--- src/hw/rtl/skl_pkg.sv ---
package skl_pkg;

	localparam int CAPACITY_DEF = 16;
	localparam int KEY_W        = 32;
	localparam int OP_W         = 2;
	localparam int STATUS_W     = 2;
	localparam int COUNT_OUT_W  = 5;

	// operation codes
	localparam logic [OP_W-1:0] OP_INSERT = 2'd0;
	localparam logic [OP_W-1:0] OP_REMOVE = 2'd1;
	localparam logic [OP_W-1:0] OP_SEARCH = 2'd2;

	// status codes
	localparam logic [STATUS_W-1:0] STAT_OK     = 2'd0;
	localparam logic [STATUS_W-1:0] STAT_ABSENT = 2'd1;
	localparam logic [STATUS_W-1:0] STAT_FULL   = 2'd2;

	// per-cycle command shared by every cell in the row
	typedef struct packed {
		logic compare;
		logic insert;
		logic remove;
	} cell_ctrl_t;

endpackage

--- src/hw/rtl/skl_cell.sv ---
module skl_cell (
	input  logic                             clk,
	input  skl_pkg::cell_ctrl_t              ctrl,
	input  logic                             occupied,
	input  logic signed [skl_pkg::KEY_W-1:0] op_key,
	input  logic signed [skl_pkg::KEY_W-1:0] left_key,
	input  logic                             left_less,
	input  logic signed [skl_pkg::KEY_W-1:0] right_key,
	output logic signed [skl_pkg::KEY_W-1:0] cell_key,
	output logic                             less,
	output logic                             equal
);
	import skl_pkg::*;

	logic signed [KEY_W-1:0] key_q;
	logic                    less_q;
	logic                    equal_q;

	// compare first, then shift on the next cycle from the held flags
	always_ff @(posedge clk) begin
		if (ctrl.compare) begin
			less_q  <= occupied && (key_q < op_key);
			equal_q <= occupied && (key_q == op_key);
		end
		if (ctrl.insert && !less_q) begin
			key_q <= left_less ? op_key : left_key;
		end else if (ctrl.remove && !less_q) begin
			key_q <= right_key;
		end
	end

	assign cell_key = key_q;
	assign less     = less_q;
	assign equal    = equal_q;

endmodule

--- src/hw/rtl/sorted_key_list_unit.sv ---
// Sorted key list: holds up to CAPACITY signed keys in ascending order in a row
// of cells, duplicates allowed. Pulse start with operation and key while busy is
// low; the beat is taken at that edge. Busy then stays high while every cell
// compares its key with the operand and while the row then shifts right for an
// insert or left for a remove; after that done is high for exactly one cycle with
// status, entry_count, is_empty, first_key and last_key describing the store
// after the operation. The receiver cannot stall: sample the result while done
// is high. A new beat may be started in the same cycle as done, so the block
// takes no new operation until the last one reaches done; the compare register
// in each cell followed by the shift sets that pace. entry_count carries the
// low five bits of the held count. After reset the store is empty.
module sorted_key_list_unit #(
	parameter int CAPACITY = skl_pkg::CAPACITY_DEF
) (
	input  logic                                    clk,
	input  logic                                    arst_n,
	input  logic                                    start,
	output logic                                    busy,
	input  logic [skl_pkg::OP_W-1:0]                operation,
	input  logic signed [skl_pkg::KEY_W-1:0]        key,
	output logic                                    done,
	output logic [skl_pkg::STATUS_W-1:0]            status,
	output logic [skl_pkg::COUNT_OUT_W-1:0]         entry_count,
	output logic                                    is_empty,
	output logic signed [skl_pkg::KEY_W-1:0]        first_key,
	output logic signed [skl_pkg::KEY_W-1:0]        last_key
);
	import skl_pkg::*;

	localparam int CW = $clog2(CAPACITY + 1);
	localparam logic [CW-1:0] CAP_C = CW'(CAPACITY);

	localparam logic [1:0] ST_IDLE = 2'd0;
	localparam logic [1:0] ST_CMP  = 2'd1;
	localparam logic [1:0] ST_UPD  = 2'd2;
	localparam logic [1:0] ST_RES  = 2'd3;

	logic [1:0]              state_q;
	logic [OP_W-1:0]         op_q;
	logic signed [KEY_W-1:0] key_q;
	logic [CW-1:0]           count_q;
	logic [STATUS_W-1:0]     status_q;

	logic                    accept;
	logic                    found;
	cell_ctrl_t              ctrl;

	logic signed [KEY_W-1:0] cell_key [CAPACITY];
	logic [CAPACITY-1:0]     less_v;
	logic [CAPACITY-1:0]     equal_v;
	logic [CAPACITY-1:0]     occ_v;
	logic signed [KEY_W-1:0] last_acc;

	assign accept = start && !busy;
	assign busy   = (state_q == ST_CMP) || (state_q == ST_UPD);
	assign done   = (state_q == ST_RES);

	// keys are sorted, so equal entries sit together; any hit will do
	assign found = |equal_v;

	always_comb begin
		ctrl.compare = (state_q == ST_CMP);
		ctrl.insert  = (state_q == ST_UPD) && (op_q == OP_INSERT) && (count_q != CAP_C);
		ctrl.remove  = (state_q == ST_UPD) && (op_q == OP_REMOVE) && found;
	end

	// sequencer: take the beat, compare, shift, report
	always_ff @(posedge clk or negedge arst_n) begin
		if (!arst_n) begin
			state_q <= ST_IDLE;
		end else begin
			unique case (state_q)
				ST_IDLE: state_q <= accept ? ST_CMP : ST_IDLE;
				ST_CMP:  state_q <= ST_UPD;
				ST_UPD:  state_q <= ST_RES;
				ST_RES:  state_q <= accept ? ST_CMP : ST_IDLE;
				default: state_q <= ST_IDLE;
			endcase
		end
	end

	// operand hold
	always_ff @(posedge clk) begin
		if (accept) begin
			op_q  <= operation;
			key_q <= key;
		end
	end

	// count and status advance in the shift cycle
	always_ff @(posedge clk or negedge arst_n) begin
		if (!arst_n) begin
			count_q <= '0;
		end else if (ctrl.insert) begin
			count_q <= count_q + CW'(1);
		end else if (ctrl.remove) begin
			count_q <= count_q - CW'(1);
		end
	end

	always_ff @(posedge clk) begin
		if (state_q == ST_UPD) begin
			unique case (op_q) inside
				OP_INSERT: status_q <= (count_q == CAP_C) ? STAT_FULL : STAT_OK;
				OP_REMOVE,
				OP_SEARCH: status_q <= found ? STAT_OK : STAT_ABSENT;
				default:   status_q <= STAT_OK;
			endcase
		end
	end

	// row of cells; the ends see themselves as neighbours
	for (genvar i = 0; i < CAPACITY; i++) begin : g_cell
		logic signed [KEY_W-1:0] left_key;
		logic                    left_less;
		logic signed [KEY_W-1:0] right_key;

		assign occ_v[i] = (count_q > CW'(i));

		if (i == 0) begin : g_head
			assign left_key  = cell_key[i];
			assign left_less = 1'b1;
		end else begin : g_body
			assign left_key  = cell_key[i-1];
			assign left_less = less_v[i-1];
		end

		if (i == CAPACITY - 1) begin : g_tail
			assign right_key = cell_key[i];
		end else begin : g_next
			assign right_key = cell_key[i+1];
		end

		skl_cell u_cell (
			.clk       (clk),
			.ctrl      (ctrl),
			.occupied  (occ_v[i]),
			.op_key    (key_q),
			.left_key  (left_key),
			.left_less (left_less),
			.right_key (right_key),
			.cell_key  (cell_key[i]),
			.less      (less_v[i]),
			.equal     (equal_v[i])
		);
	end

	// the last occupied cell is the one whose right neighbour is free
	always_comb begin
		last_acc = '0;
		for (int i = 0; i < CAPACITY; i++) begin
			if (occ_v[i] && ((i == CAPACITY - 1) || !occ_v[(i + 1) % CAPACITY])) begin
				last_acc = last_acc | cell_key[i];
			end
		end
	end

	assign status      = status_q;
	assign entry_count = COUNT_OUT_W'(count_q);
	assign is_empty    = (count_q == '0);
	assign first_key   = is_empty ? '0 : cell_key[0];
	assign last_key    = last_acc;

	a_accept_busy: assert property (@(posedge clk) disable iff (!arst_n)
		accept |=> busy)
		else $error("accepted beat did not raise busy");

	a_done_after_shift: assert property (@(posedge clk) disable iff (!arst_n)
		done |-> $past(state_q == ST_UPD))
		else $error("result strobe without a shift cycle before it");

	a_count_bound: assert property (@(posedge clk) disable iff (!arst_n)
		count_q <= CAP_C)
		else $error("held count beyond capacity");

	a_full_refusal: assert property (@(posedge clk) disable iff (!arst_n)
		(done && (status == STAT_FULL)) |-> (count_q == CAP_C))
		else $error("insert refused while store not full");

endmodule

--- config.mk ---
export PLATFORM = sky130hd
export DESIGN_NAME = sorted_key_list_unit
export DESIGN_NICKNAME = d
export VERILOG_FILES = /design/src/hw/rtl/skl_pkg.sv /design/src/hw/rtl/skl_cell.sv /design/src/hw/rtl/sorted_key_list_unit.sv
export SDC_FILE = /design/constraint.sdc
export NUM_CORES = 2
export LEC_CHECK = 0
export BUFFER_PORTS_ARGS = -buffer_cell sky130_fd_sc_hd__buf_4
export CAP_MARGIN = 10
export CORE_MARGIN = 10
export CORE_UTILIZATION = 40
export DETAILED_ROUTE_END_ITERATION = 12
export GPL_TIMING_DRIVEN = 0
export PLACE_DENSITY = 0.54
export SETUP_SLACK_MARGIN = 0.3
export SLEW_MARGIN = 30
export SYNTH_ARGS = -nofsm -noshare
export SYNTH_HDL_FRONTEND = slang
export SYNTH_SLANG_ARGS = --single-unit
--- constraint.sdc ---
create_clock -name clk -period 4.6 [get_ports clk]
set_input_delay 0.46 -clock clk [delete_from_list [all_inputs] [get_ports clk]]
set_output_delay 0.46 -clock clk [all_outputs]
set_load 0.05 [all_outputs]
==> flow_summary_export.csv <==
group,metric,value,unit
clock_tree,clock-root-buffer,"clkbuf_16",
pwr,leakagePower,20.2,nW
pwr,sequentialPowerShare,29.1,%
hold_path,hold_class,"input port to asynchronous set/reset pin",
finish,fin_cells,6006,
setup_path,crit_chain,"clkbuf_2 > inv_1 > ha_2 > nor2b_1 > clkbuf_2 > clkbuf_8 > a22oi_2 > nand4_1 > a21oi_1 > nand4_1 > buf_6",
setup_path,slowest_delay,590,ps
yosys,yosys.cell_count.top_type,"a21oi_1",
yosys,synth_cell_types,71,
yosys,synth_area_leaders,"edfxtp_1 41%, ha_1 15%, mux2i_1 11%, a21oi_1 7.6%, nor2_1 4.5%",
die,io_pins,111,
setup_path,required,4140,ps
grt,grt.overflow.total,0,
yosys,synth_largest_area_cell,"edfxtp_1",
clock_tree,cts_tree,"done",
routing,first_iter_violations,4513,
setup_path,r2r_cells,10,
sta,slew_violations,0,
grt,grt_max_degree,33,
die,dieArea,121000,µm²
yosys,yosysWarnings,0,
pwr,power.density,629,nW/µm²
routing,viasPerCell,6.30,
pwr,pwr-share-clk,19.2,%
routing,wl,198000,µm
grt,grt_pass1_vias,35892,
yosys,synth_fp_nets,4735,
die,die_y,347,µm
finish,syn2layout_area_growth,17.5,%
pwr,p_int,16.9,mW
yosys,post_synth_instance_area,42900,µm²
finish,antenna_cells,0,
routing,drtPass1Iterations,6,
routing,vias,37817,
clock_tree,clk_latency,670,ps
placement,dp_hpwl,158000,µm
setup_path,critPathKind,"flop to output port",
setup_path,critPathCaptureType,"output port",
yosys,synthTopCellsByCount,"651 x a21oi_1, 580 x edfxtp_1, 525 x ha_1",
routing,post_drt_wl_per_cell,32.9,µm
flow_run,drv_cap,0,
sta,finalHoldViolCount,0,
clock_tree,cts_buffers,76,
setup_path,worstPathMaxFanout,10,
pwr,peakVddDrop,0.000581,V
placement,pre_cts_slack,-338,ps
pwr,total_power,31.7,mW
sta,holdWs,158,ps
placement,io_buffers,110,
sta,rsz0062_at_grt,"true",
clock_tree,htreeDepth,3,
setup_path,cp.arrival,3850,ps
sta,max_clock_freq,232,MHz
yosys,ys.flop_type,"edfxtp_1",
setup_path,ff2ff_setup_slack,370,ps
die,core_area,107000,µm²
yosys,synth-seq-area-share,41.1,%
sta,postLayoutSetupSlackWorst,289,ps
pwr,sw_frac_of_total,46.7,%
pwr,p_comb_share,51.7,%
yosys,synth_edf_count,580,
yosys,async_flop_share,1.19,%
grt,grt_util_all_layers,31.5,%
yosys,ys_ff_latch,587,
sta,final.min_clock_period,4310,ps
placement,gp_congestion,1.00,
yosys,syn_inst,4173,
grt,grt_first_pass_wirelength,274000,µm
setup_path,critPathLaunchType,"flop",
pwr,power.switching,14.8,mW
finish,drive_above_1_share,13.8,%
grt,grt_antenna_before_repair,2,
sta,tightest_slew,981,ps
setup_path,regToRegEndpoint,"g_cell[12].u_cell.less$_DFFE_PN_",
clock_tree,clkTransAtPathRegs,60,ps
sta,post-route-period-util,93.7,%
clock_tree,clk_path_buf_depth,3,
routing,ant_nets,0,
sta,relSlewSlack,33.7,%
yosys,yosysTopAreaCellShare,40.6,%
yosys,avgSynthCellArea,10.3,µm²
setup_path,slowest_stage,"dfrtp_1",
die,rows,120,
finish,layout.nets,5107,
sta,clock_skew,28.5,ps
clock_tree,cts.sinks,587,
sta,finalSetupViolCount,0,
outcome,status,"finished, final reports clean",
die,die_x,347,µm
routing,drc_errors,0,
die,start_util,40.1,%
setup_path,reg2reg_from,"key_q[11]$_DFFE_PP_",
placement,dp_cells,5711,
## cell families (layout without fill, tap and decap cells)
kind of cell,count (synthesis),in the layout,share of synthesized area [%]
xor+xnor,5,5,0.102
simple gates,1082,1082,12.0
buf+inv,350,780,3.35
mux,526,526,12.5
fa+ha+maj,525,525,15.3
compound gates,1098,1098,15.7
flops,587,587,41.1
## power groups by stage
stage	sequential, mW	clock (mW)	combinational (mW)
after global routing	9.23	6.28	17.6
after CTS	9.19	6.11	15.8
after detailed placement	9.30	0	15.1
after global placement	9.43	0	14.4
after floorplan	8.47	0	9.80
final	9.22	6.07	16.4
## what timing repair did
action	4_1_cts	5_1_grt
gates cloned	0	0
hold buffers	35	0
resized for setup	91	67
setup endpoints to repair	52	35
pin swaps	5	3
buffers inserted	100	24
endpoints found under the hold margin	41	0
## layout make-up
cell class / count / area [µm²]
Inverter: 69 / 360
Buffer: 281 / 1340
Clock inverter: 41 / 384
Tap cell: 1403 / 1760
Clock buffer: 95 / 2020
Sequential cell: 587 / 17600
Multi-Input combinational cell: 3236 / 24100
Fill cell: 10162 / 56400
Timing Repair Buffer: 294 / 2770
## per-stage QoR
stage,cell area [µm²],setup TNS [ps],utilization (%)
2_1_floorplan,42900,0,-
4_1_cts,50000,0,46.9
5_1_grt,50400,0,47.2
3_3_place_gp,45400,-406800,42.6
6_report,50400,0,47.2
3_5_place_dp,46200,-2740,43.3
## cells in the final DEF (no fill, tap or decap), types with 53 or more instances in the layout
cell	n
nand4_1	91
o21ai_0	53
a21oi_1	651
edfxtp_1	580
nor2_1	492
buf_4	236
a22oi_1	141
ha_1	521
mux2_2	57
nand2_1	165
clkbuf_1	180
clkbuf_16	78
nand3_1	75
a221oi_1	56
mux2i_1	459
## how the worst max path moves through the flow
stage / slack (ps) / start / to / depth (start not counted)
after floorplan: 620 / entry_count[0]$_DFFE_PN0P_ / g_cell[0].u_cell.cell_key[0]$_DFFE_PP_ / 8
after global placement: -1300 / entry_count[0]$_DFFE_PN0P_ / g_cell[0].u_cell.cell_key[8]$_DFFE_PP_ / 8
after detailed placement: -340 / entry_count[2]$_DFFE_PN0P_ / last_key[16] / 13
after CTS: 330 / key_q[30]$_DFFE_PP_ / g_cell[1].u_cell.less$_DFFE_PN_ / 11
after global routing: 290 / entry_count[4]$_DFFE_PN0P_ / last_key[16] / 11
final: 290 / entry_count[4]$_DFFE_PN0P_ / last_key[14] / 11
## metal layers
layer,up-vias,track usage (%),wire length (µm)
met3,439,4.94,14200
met1,18683,40.6,81400
li1,16818,-,-
met2,1875,50.3,89400
met5,-,0,20
met4,2,17.0,12600
## critical path, delay by kind of cell, from the launching register on
kind                     cells  cell delay [ps]
AND/OR/NAND/NOR              3              620
flip-flops                   1              590
AO/OA/AOI/OAI                2              460
buffers and inverters        5             1270
adder cells (fa/ha/maj)      1              220
## flip-flops by register name, indices dropped and copies added (netlist names)
signal	cells
g_cell.u_cell.less	16
key_q	32
state_q	2
entry_count	5
op_q	2
g_cell.u_cell.cell_key	512
status	2
g_cell.u_cell.equal	16
(Power assumes the default switching activity.)
